$ cat src/lss_pkg.sv
`default_nettype none
// ----------------------------------------------------------------------------
// LIFO stack package
// Shared sizes, request and status codes, beat types and sequencer states.
// ----------------------------------------------------------------------------
package lss_pkg;

   localparam int DEPTH  = 64;
   localparam int ADDR_W = (DEPTH > 1) ? $clog2(DEPTH) : 1;
   localparam int CNT_W  = 7;
   localparam int DATA_W = 32;

   typedef logic [2:0] req_code_type;
   typedef logic [1:0] status_code_type;

   localparam req_code_type REQ_PUSH   = 3'd0;
   localparam req_code_type REQ_POP    = 3'd1;
   localparam req_code_type REQ_SEARCH = 3'd2;
   localparam req_code_type REQ_SORT   = 3'd3;
   localparam req_code_type REQ_DUMP   = 3'd4;

   localparam status_code_type STATUS_OK        = 2'd0;
   localparam status_code_type STATUS_OVERFLOW  = 2'd1;
   localparam status_code_type STATUS_UNDERFLOW = 2'd2;

   typedef struct packed {
      req_code_type              req_type;
      logic signed [DATA_W-1:0]  operand_value;
   } req_beat_type;

   typedef struct packed {
      status_code_type           status;
      logic                      found;
      logic signed [DATA_W-1:0]  top_value;
      logic                      top_valid;
      logic [CNT_W-1:0]          element_count;
      logic                      is_full;
      logic signed [DATA_W-1:0]  element_value;
      logic                      last;
   } rsp_beat_type;

   typedef enum logic [3:0] {
      S_IDLE,
      S_TOP_RD,
      S_TOP_WAIT,
      S_SCAN,
      S_SCAN_TAIL,
      S_SORT_RD,
      S_SORT_TAIL,
      S_SORT_FIN,
      S_DUMP_RD,
      S_DUMP_WAIT,
      S_EMIT
   } lss_state_type;

endpackage
`default_nettype wire

$ cat src/lss_ram.sv
`default_nettype none
// ----------------------------------------------------------------------------
// Generic simple dual-port RAM
// One write port, one read port with registered read data.
// ----------------------------------------------------------------------------
module lss_ram #(
   parameter int WIDTH = 32,
   parameter int DEPTH = 64
) (
   input  wire                                  clock,
   input  wire                                  wr_en,
   input  wire [((DEPTH > 1) ? $clog2(DEPTH) : 1)-1:0] wr_addr,
   input  wire [WIDTH-1:0]                      wr_data,
   input  wire                                  rd_en,
   input  wire [((DEPTH > 1) ? $clog2(DEPTH) : 1)-1:0] rd_addr,
   output logic [WIDTH-1:0]                     rd_data
);

   logic [WIDTH-1:0] mem_ff [DEPTH];

   always_ff @(posedge clock) begin
      if (wr_en) begin
         mem_ff[wr_addr] <= wr_data;
      end
      if (rd_en) begin
         rd_data <= mem_ff[rd_addr];
      end
   end

endmodule
`default_nettype wire

$ cat src/lifo_stack_search_sort_top.sv
`default_nettype none
// ----------------------------------------------------------------------------
// LIFO stack with search, sort and dump
// Bounded stack of signed words held in one single-port-read RAM.
// ----------------------------------------------------------------------------
// One request is worked at a time; the next is taken once the result of the
// current one sits in the output register. All element reads go through the
// store's single read port, one per cycle. Push and pop give one beat each
// (pop reads the new top from the store when elements remain), a non-empty
// dump gives one beat per element from the top down, and sort makes one bubble
// pass per position, then a top read. Sort leaves the smallest value on top.
// Every result beat reports the top value, the count and the empty and full
// flags after the request.
// ----------------------------------------------------------------------------
module lifo_stack_search_sort_top
   import lss_pkg::*;
(
   input  wire           clock,
   input  wire           reset,
   input  wire           req_valid,
   output logic          req_stall,
   input  req_beat_type  req_data,
   output logic          rsp_valid,
   input  wire           rsp_stall,
   output rsp_beat_type  rsp_data
);

   lss_state_type          state_ff, state_in;
   logic [CNT_W-1:0]       count_ff, count_in;
   logic [CNT_W-1:0]       ptr_ff, ptr_in;
   logic [CNT_W-1:0]       end_ff, end_in;
   logic [DATA_W-1:0]      top_ff, top_in;
   logic [DATA_W-1:0]      carry_ff, carry_in;
   logic [DATA_W-1:0]      elem_ff, elem_in;
   logic [DATA_W-1:0]      operand_ff, operand_in;
   req_code_type           op_ff, op_in;
   status_code_type        status_ff, status_in;
   logic                   hit_ff, hit_in;
   logic                   last_ff, last_in;
   rsp_beat_type           rsp_ff, rsp_in;
   logic                   rsp_valid_ff, rsp_valid_in;

   logic                   wr_en;
   logic [ADDR_W-1:0]      wr_addr;
   logic [DATA_W-1:0]      wr_data;
   logic                   rd_en;
   logic [ADDR_W-1:0]      rd_addr;
   logic [DATA_W-1:0]      rd_data;

   logic                   req_take;
   logic                   is_full;
   logic [CNT_W-1:0]       count_dec;
   logic [CNT_W-1:0]       ptr_m2;
   logic                   rd_greater;
   logic [DATA_W-1:0]      big_value;
   logic [DATA_W-1:0]      small_value;

   lss_ram #(
      .WIDTH (DATA_W),
      .DEPTH (DEPTH)
   ) u_store (
      .clock   (clock),
      .wr_en   (wr_en),
      .wr_addr (wr_addr),
      .wr_data (wr_data),
      .rd_en   (rd_en),
      .rd_addr (rd_addr),
      .rd_data (rd_data)
   );

   assign req_stall   = (state_ff != S_IDLE);
   assign req_take    = req_valid && !req_stall;
   assign is_full     = (count_ff == CNT_W'(DEPTH));
   assign count_dec   = count_ff - CNT_W'(1);
   assign ptr_m2      = ptr_ff - CNT_W'(2);
   assign rd_greater  = $signed(rd_data) > $signed(carry_ff);
   assign big_value   = rd_greater ? rd_data : carry_ff;
   assign small_value = rd_greater ? carry_ff : rd_data;
   assign rsp_valid   = rsp_valid_ff;
   assign rsp_data    = rsp_ff;

   always_ff @(posedge clock) begin
      if (reset) begin
         state_ff     <= S_IDLE;
         count_ff     <= '0;
         rsp_valid_ff <= 1'b0;
      end else begin
         state_ff     <= state_in;
         count_ff     <= count_in;
         rsp_valid_ff <= rsp_valid_in;
      end
      ptr_ff     <= ptr_in;
      end_ff     <= end_in;
      top_ff     <= top_in;
      carry_ff   <= carry_in;
      elem_ff    <= elem_in;
      operand_ff <= operand_in;
      op_ff      <= op_in;
      status_ff  <= status_in;
      hit_ff     <= hit_in;
      last_ff    <= last_in;
      rsp_ff     <= rsp_in;
   end

   always_comb begin
      state_in     = state_ff;
      count_in     = count_ff;
      ptr_in       = ptr_ff;
      end_in       = end_ff;
      top_in       = top_ff;
      carry_in     = carry_ff;
      elem_in      = elem_ff;
      operand_in   = operand_ff;
      op_in        = op_ff;
      status_in    = status_ff;
      hit_in       = hit_ff;
      last_in      = last_ff;
      rsp_in       = rsp_ff;
      rsp_valid_in = rsp_valid_ff && rsp_stall;
      wr_en        = 1'b0;
      wr_addr      = ptr_m2[ADDR_W-1:0];
      wr_data      = big_value;
      rd_en        = 1'b0;
      rd_addr      = ptr_ff[ADDR_W-1:0];

      unique case (state_ff)
         S_IDLE: begin
            if (req_take) begin
               op_in      = req_data.req_type;
               operand_in = req_data.operand_value;
               hit_in     = 1'b0;
               elem_in    = '0;
               last_in    = 1'b1;
               status_in  = STATUS_OK;
               ptr_in     = '0;
               end_in     = count_dec;
               state_in   = S_EMIT;
               unique case (req_data.req_type)
                  REQ_PUSH: begin
                     if (is_full) begin
                        status_in = STATUS_OVERFLOW;
                     end else begin
                        wr_en    = 1'b1;
                        wr_addr  = count_ff[ADDR_W-1:0];
                        wr_data  = req_data.operand_value;
                        count_in = count_ff + CNT_W'(1);
                        top_in   = req_data.operand_value;
                     end
                  end
                  REQ_POP: begin
                     if (count_ff == '0) begin
                        status_in = STATUS_UNDERFLOW;
                     end else begin
                        count_in = count_dec;
                        if (count_ff > CNT_W'(1)) begin
                           state_in = S_TOP_RD;
                        end
                     end
                  end
                  REQ_SEARCH: begin
                     if (count_ff != '0) begin
                        state_in = S_SCAN;
                     end
                  end
                  REQ_SORT: begin
                     if (count_ff > CNT_W'(1)) begin
                        state_in = S_SORT_RD;
                     end
                  end
                  REQ_DUMP: begin
                     if (count_ff == '0) begin
                        status_in = STATUS_UNDERFLOW;
                     end else begin
                        ptr_in   = count_dec;
                        state_in = S_DUMP_RD;
                     end
                  end
                  default: begin
                     state_in = S_EMIT;
                  end
               endcase
            end
         end
         S_TOP_RD: begin
            rd_en    = 1'b1;
            rd_addr  = count_dec[ADDR_W-1:0];
            state_in = S_TOP_WAIT;
         end
         S_TOP_WAIT: begin
            top_in   = rd_data;
            state_in = S_EMIT;
         end
         S_SCAN: begin
            rd_en  = 1'b1;
            ptr_in = ptr_ff + CNT_W'(1);
            if (ptr_ff != '0 && rd_data == operand_ff) begin
               hit_in = 1'b1;
            end
            if (ptr_ff == end_ff) begin
               state_in = S_SCAN_TAIL;
            end
         end
         S_SCAN_TAIL: begin
            if (rd_data == operand_ff) begin
               hit_in = 1'b1;
            end
            state_in = S_EMIT;
         end
         S_SORT_RD: begin
            rd_en  = 1'b1;
            ptr_in = ptr_ff + CNT_W'(1);
            if (ptr_ff == CNT_W'(1)) begin
               carry_in = rd_data;
            end else if (ptr_ff > CNT_W'(1)) begin
               wr_en    = 1'b1;
               carry_in = small_value;
            end
            if (ptr_ff == end_ff) begin
               state_in = S_SORT_TAIL;
            end
         end
         S_SORT_TAIL: begin
            wr_en    = 1'b1;
            carry_in = small_value;
            state_in = S_SORT_FIN;
         end
         S_SORT_FIN: begin
            wr_en   = 1'b1;
            wr_addr = end_ff[ADDR_W-1:0];
            wr_data = carry_ff;
            end_in  = end_ff - CNT_W'(1);
            ptr_in  = '0;
            if (end_ff == CNT_W'(1)) begin
               state_in = S_TOP_RD;
            end else begin
               state_in = S_SORT_RD;
            end
         end
         S_DUMP_RD: begin
            rd_en    = 1'b1;
            state_in = S_DUMP_WAIT;
         end
         S_DUMP_WAIT: begin
            elem_in  = rd_data;
            last_in  = (ptr_ff == '0);
            state_in = S_EMIT;
         end
         S_EMIT: begin
            if (!rsp_valid_ff || !rsp_stall) begin
               rsp_valid_in          = 1'b1;
               rsp_in.status         = status_ff;
               rsp_in.found          = hit_ff;
               rsp_in.top_value      = (count_ff != '0) ? top_ff : '0;
               rsp_in.top_valid      = (count_ff != '0);
               rsp_in.element_count  = count_ff;
               rsp_in.is_full        = is_full;
               rsp_in.element_value  = elem_ff;
               rsp_in.last           = last_ff;
               if (op_ff == REQ_DUMP && !last_ff) begin
                  ptr_in   = ptr_ff - CNT_W'(1);
                  state_in = S_DUMP_RD;
               end else begin
                  state_in = S_IDLE;
               end
            end
         end
         default: begin
            state_in = S_IDLE;
         end
      endcase
   end

   // check the fill count, the flags of each beat and push bookkeeping
   a_count_bound: assert property (@(posedge clock) disable iff (reset)
      count_ff <= CNT_W'(DEPTH))
      else $error("fill count beyond depth");

   a_empty_beat: assert property (@(posedge clock) disable iff (reset)
      rsp_valid && !rsp_data.top_valid |->
         rsp_data.element_count == '0 && rsp_data.top_value == '0)
      else $error("empty beat reports a top value or count");

   a_full_beat: assert property (@(posedge clock) disable iff (reset)
      rsp_valid && rsp_data.is_full |-> rsp_data.top_valid)
      else $error("full beat without a top");

   a_push_count: assert property (@(posedge clock) disable iff (reset)
      req_take && req_data.req_type == REQ_PUSH && !is_full |=>
         count_ff == $past(count_ff) + CNT_W'(1))
      else $error("push did not advance the fill count");

endmodule
`default_nettype wire

$ cat config.mk
export PLATFORM = sky130hd
export DESIGN_NAME = lifo_stack_search_sort_top
export DESIGN_NICKNAME = d
export VERILOG_FILES = /design/src/lss_pkg.sv /design/src/lss_ram.sv /design/src/lifo_stack_search_sort_top.sv
export SDC_FILE = /design/constraint.sdc
export NUM_CORES = 2
export LEC_CHECK = 0
export BUFFER_PORTS_ARGS = -buffer_cell sky130_fd_sc_hd__buf_2
export CORE_AREA = 5 5 409 411
export CTS_BUF_LIST = sky130_fd_sc_hd__clkbuf_16
export DETAILED_ROUTE_END_ITERATION = 8
export DIE_AREA = 0 0 414 416
export PLACE_DENSITY = 0.83
export RECOVER_POWER = 100
export SYNTH_ARGS = -nofsm -noshare
export SYNTH_HDL_FRONTEND = slang
export SYNTH_SLANG_ARGS = --single-unit
export TNS_END_PERCENT = 10
$ cat constraint.sdc
create_clock -name clock -period 6.9 [get_ports clock]
set_clock_uncertainty 0.1 [all_clocks]
set_input_delay 0 -clock clock [delete_from_list [all_inputs] [get_ports clock]]
set_output_delay 0 -clock clock [all_outputs]
set_load 0.01 [all_outputs]
* Word level (Yosys, flattened, before mapping)
Memory sizes are Yosys's and may differ from the RTL's. A register that Yosys moved wholly into a read port is not among the register bits.
Index checks and enable logic that the tools add are counted.
** Operators by class
- Add/sub/neg operators :: 6
- $mul :: 0
- Divide/modulo/power cells :: 0
- Order comparisons :: 3
- Eq/ne operators :: 32
- Shift-type cells :: 0
- Mux-type cells :: 64
- Bitwise logic cells :: 0
- Reductions and logical operators :: 38
** Operators with widths (number)
- $mux W32 :: 11
- $pmux W32 S2 :: 4
- $mux W7 :: 8
- $mux W4 :: 9
- $pmux W4 S9 :: 1
- $eq A32 B32 Y1 :: 1
- $gt A32 B32 Y1 :: 1
- $pmux W7 S2 :: 2
- $pmux W7 S4 :: 1
- $mux W6 :: 4
- $sub A7 B1 Y7 const B :: 3
- $ne A2 B2 Y1 const B :: 10
- $eq A4 B3 Y1 const B :: 4
- $pmux W4 S4 :: 1
- $reduce_and A4 Y1 :: 4
- $mux W1 :: 15
- $add A7 B1 Y7 const B :: 2
- $eq A7 B1 Y1 const B :: 2
- $gt A7 B1 Y1 const B :: 2
- $logic_not A7 Y1 :: 2
- $reduce_bool A7 Y1 :: 2
- $eq A4 B4 Y1 const B :: 3
- $pmux W6 S2 :: 1
- $reduce_and A2 Y1 :: 5
- other kinds (27) :: 45
** Storage, ports and cells
- Bits in registers :: 238
- Bits in latches :: 0
- Bits in writable memories :: 2048
- ROM bits :: 0
- Input port bits :: 39
- Output and inout port bits :: 79
- Word-level logic and storage cells :: 165
- Memories :: 1
** Memory list
- u_store.mem_ff :: depth 64, bits a word 32, read ports 1, clocked after Yosys merged registers in 1, write ports 1, line lss_ram.sv:19 : logic [WIDTH-1:0] mem_ff [DEPTH];

* Logic depth before layout (Yosys ltp)
- Depth in word-level cells :: 7
- Depth in mapped cells :: 13
- Mapped depth without buffers :: 9

* Hierarchy
Synthesis repeated with hierarchy kept, for this count alone.
** Second synthesis, totals
- Cell total of the unflattened synthesis :: 4635
- Area, all modules :: 91838.1 sq um
** By module, submodules not included
- lss_ram :: times used 1, cells an instance 3572, area an instance 79211.0 sq um, sequential area each 62459.9 sq um
- lifo_stack_search_sort_top :: times used 1, cells an instance 1063, area an instance 12627.1 sq um, sequential area each 7026.7 sq um

* Worst setup path after synthesis
No wires, ideal clock.
- Path type :: register to register
- Start point :: reg u_store.rd_data[31], read port of u_store.mem_ff
- End point :: mem u_store.mem_ff[0][1], data pin
- Setup time :: 1.008 ns
- Arrival time :: 6.012 ns
- Required time :: 5.792 ns
- Slack :: -0.221 ns
- Stages on the path, launching flop included :: 8
- Buffers on the path :: 0
- Period minus slack after synthesis :: 7.121 ns
- Path through :: edfxtp_1 > ha_1 > nand4_1 > nor4_1 > inv_1 > nor3_1 > nor3_1 > o311ai_0
** On the way
- Word-level cells in the longest chain between the ends :: 6
** Ends and longest elaborated chain
- from (decl) :: line lss_ram.sv:16 : output logic [WIDTH-1:0] rd_data
- $gt A32 B32 Y1 * :: line lifo_stack_search_sort_top.sv:76 : assign rd_greater = $signed(rd_data) > $signed(carry_ff);
- $mux W32 * :: line lifo_stack_search_sort_top.sv:77 : assign big_value = rd_greater ? rd_data : carry_ff;
- $mux W32 :: line lifo_stack_search_sort_top.sv:140 : if (is_full) begin
- $mux W32 :: line lifo_stack_search_sort_top.sv:138 : unique case (req_data.req_type)
- $mux W32 :: line lifo_stack_search_sort_top.sv:128 : if (req_take) begin
- $pmux W32 S2 * :: line lifo_stack_search_sort_top.sv:126 : unique case (state_ff)
- named net u_store.wr_data[1] :: line lss_ram.sv:13 : input wire [WIDTH-1:0] wr_data,
- to (decl) :: line lss_ram.sv:19
Mark *: on every way through the listed nets, which the timed path passes. The rest lies on a longest branch.

* Worst setup path after layout
- Start point :: reg state_ff[3]
- End point :: mem u_store.mem_ff[62][14] (enable)
** On the way
- Word-level cells in the longest chain between the ends :: 7
- Elaborated cells between the ends (all ways) :: 14
- Classes of those cells :: 3 x eq/ne; 6 x mux; 5 x reduce/logical
** Ends and longest elaborated chain
- from (decl) :: line lifo_stack_search_sort_top.sv:28 : lss_state_type state_ff, state_in;
- from (signal assigned) :: line lifo_stack_search_sort_top.sv:88 : state_ff <= state_in;
- $reduce_bool A4 Y1 :: line lifo_stack_search_sort_top.sv:71 : assign req_stall = (state_ff != S_IDLE);
- $logic_not A1 Y1 :: line lifo_stack_search_sort_top.sv:72 : assign req_take = req_valid && !req_stall;
- $logic_and A1 B1 Y1 :: line lifo_stack_search_sort_top.sv:72
- $mux W1 :: line lifo_stack_search_sort_top.sv:128
- $pmux W1 S3 :: line lifo_stack_search_sort_top.sv:126
- $mux W1 :: line lss_ram.sv:22 : if (wr_en) begin
- $mux W1 (implied by the code) :: line lss_ram.sv:23 : mem_ff[wr_addr] <= wr_data;
Several ways; a longest one is shown, not always the timed one.

==> flow_summary.yaml <==
logic_synthesis:
  synth_edf_count: 2306
  yosysWarnings: 0
  synth_seq_cells: 2318
  synthFlopType: "edfxtp_1"
  seq_area_frac_synth: 0.753
  async_flop_share: 0
  syn-num-nets: 5181
  synth_cells: 5098
  mappedNetlistArea_mm2: 0.0923
  synth_cell_types: 74
  avgSynthCellArea_um2: 18.1
cts:
  cts_resized: 0
  clk_pin_slew_worst_paths_ps: 60
  clock_path_buffers: 3
  postCtsSetupBuffers: 0
  cts.sinks: 2318
  clk_latency_ps: 880
  cts_buffers: 204
  htreeDepth: 4
  root_buffer: "clkbuf_16"
  cts_tree: "built"
outcome:
  status: "finished with violations"
  violations: "DRC, capacitance limit, slew limit"
timing:
  fin_crit_ps: 6620
  slew-limit-headroom: -1.47
  drv_slew: 1665
  max_freq_mhz: 151
  finalHoldViolCount: 0
  tightest_slew_ps: 3710
  timing.final.ws_setup_ps: 285
  rsz0062_at_grt: "no"
  finalSetupViolCount: 0
  tns_ps: 0
  fin_crit_sh: 0.959
global_routing:
  grt_max_degree: 104
  antenna_found_initial: 17
  grtUsageTotal: 0.311
  overflow: 0
  grt_pass1_vias: 53700
  grt_first_pass_wirelength_mm: 386
route:
  remaining_drc_errors: 1
  viasPerCell: 7.00
  vias: 54400
  wl_per_cell_um: 34.9
  first_pass_iters: 9
  drtIter0Drc: 9564
  postRouteAntennaNets: 0
  postRouteWirelength_mm: 271
cells_and_area:
  fillers: 10300
  drive_above_1_share: 0.182
  final_nets: 5475
  multi_input_area_mm2: 0.0219
  seqCellArea_mm2: 0.0695
  areaGrowthSynthToFinish_pct: 12.2
die:
  initial_utilization: 0.564
  die_area_mm2: 0.172
  fp.dieH_um: 416
  num_rows: 149
  die_w_um: 414
  core_mm2: 0.164
  ioPinCount: 118
critical_path:
  crit_required_ps: 7270
  worstSetupPathType: "register to register"
  worst_setup_path_end_kind: "register"
  max_stage_delay_ps: 1570
  slowest_stage: "clkbuf_1"
  critPathMaxFanout: 44
  crit_chain: "nor2b_1 > nand3_1 > clkbuf_1 > nor2_1 > a221o_1 > nor3_1 > and2_1 > clkbuf_2"
  path_delay_family: "simple AND/OR/NAND/NOR gates"
  crit_buf_inv: 2
  critPathLaunchType: "register"
  cp.arrival_ps: 6990
placement:
  port_buffers: 117
  gp_congestion: 0.932
  pre_cts_slack_ps: 1130
  place_hpwl_mm: 151
pwr:
  ir_drop_mv: 0.469
  power_density_mw_per_mm2: 482
  power.leakage_uw: 0.0332
flow_run:
  cap_violations: 45
min_path:
  hold_class: "primary input to register"
[kinds of logic after synthesis]
logic type                 synth area share
adders and majority gates           0.00597
muxes                                 0.125
DFF                                   0.753
buffers and inverters                0.0154
xor gates and xnor gates            0.00569
AOI/OAI and AO/OA                    0.0263
and+or+nand+nor                      0.0685
[worst min-delay path, stage by stage]
cell and delay, ps:
dlygate4sd3_1 530, buf_2 160, a32o_1 220, nand2_1 60
a21oi_1 80
[synth_stat cells (41+ instances only)]
cell type	n	area, µm²
edfxtp_1	2306	69200
nor2_1	177	664
o21ai_0	74	370
clkbuf_1	129	484
ha_1	44	551
nand2_1	654	2450
mux4_2	442	9950
mux2i_1	85	851
buf_2	125	626
and3_1	78	488
nor2b_1	41	257
a21oi_1	74	370
nand3_1	214	1070
nor3_1	81	405
xnor2_1	52	455
mux2_2	52	586
nand4_1	57	357
a32oi_1	72	631
inv_1	50	188
[routing by layer]
layer	GRT usage	up-vias	share of wire
met2	0.472	5406	0.45
met5	0	-	0.00034
met4	0.198	14	0.082
li1	-	20900	-
met1	0.389	27000	0.31
met3	0.105	1075	0.15
[cells in the final DEF (no fill, tap or decap), types with 41 or more instances in the layout]
master	Yosys	final
edfxtp_1	2306	2306
nand4_1	57	57
and3_1	78	78
nor2b_1	41	41
clkbuf_16	0	206
mux2i_1	85	81
clkbuf_1	129	156
a21oi_1	74	71
mux2_2	52	48
nor2_1	177	129
ha_1	44	44
nor3_1	81	77
nand2_1	654	654
xnor2_1	52	52
a32oi_1	72	72
nand3_1	214	192
mux4_2	442	442
clkinv_1	1	60
dlygate4sd3_1	0	77
buf_4	4	68
clkbuf_2	0	47
inv_1	50	83
o21ai_0	74	76
[power breakdown]
part / internal (µW) / leakage (µW) / switching, µW / total, µW
clock network: 6360 / 0.00339 / 5270 / 11600
registers: 19600 / 0.0209 / 629 / 20200
logic: 5080 / 0.00891 / 13000 / 18100
[repair_timing]
| action | 4_1_cts | 5_1_grt |
|---|---|---|
| hold buffers | 77 | 0 |
| endpoints found under the hold margin | 277 | 0 |
| endpoints found under the setup margin | 0 | 0 |
[stage by stage]
step | utilization | total power (µW) | instances | hold WS (ps) | cell area, µm²
finish | 0.633 | 49900 | 7761 | 151 | 104000
detailed placement | 0.591 | 37300 | 7298 | 162 | 96700
global route | 0.633 | 50900 | 7756 | 153 | 104000
CTS | 0.637 | 49200 | 7755 | 1.21 | 104000
floorplan | - | 30000 | 5098 | -30.9 | 92300
global placement | 0.591 | 36700 | 7298 | 153 | 96700
[registers in the layout (all words and copies together) (netlist names), 2 cells and up]
signal	flops
operand_ff	32
elem_ff	32
top_ff	32
rsp_data	77
status_ff	2
op_ff	3
carry_ff	32
u_store.mem_ff	2048
ptr_ff	7
u_store.rd_data	32
count_ff	7
state_ff	4
end_ff	7
[path summary, 6_finish.rpt]
kind	cells past startpoint	start	slack, ps	end
hold reg to reg	0	elem_ff[3]$_SDFFCE_PN0P_	320	rsp_data[4]$_DFFE_PP_
setup / recovery	8	state_ff[3]$_SDFFE_PP0P_	280	u_store.mem_ff[62][14]$_DFFE_PP_
hold / removal	5	rsp_stall	150	state_ff[1]$_SDFFE_PP0P_
setup reg to reg	8	state_ff[3]$_SDFFE_PP0P_	280	u_store.mem_ff[62][14]$_DFFE_PP_
[cell type report]
cell class | instances | area share
multi-input cells | 2446 | 0.211
diodes | 6 | 0.000145
repair buffers | 370 | 0.0240
well taps | 2189 | 0.0264
flip-flops and latches | 2318 | 0.671
clock inverters | 174 | 0.0156
clock buffers | 206 | 0.0498
inverters | 52 | 0.00188
Power figures use the tool's default switching activity.
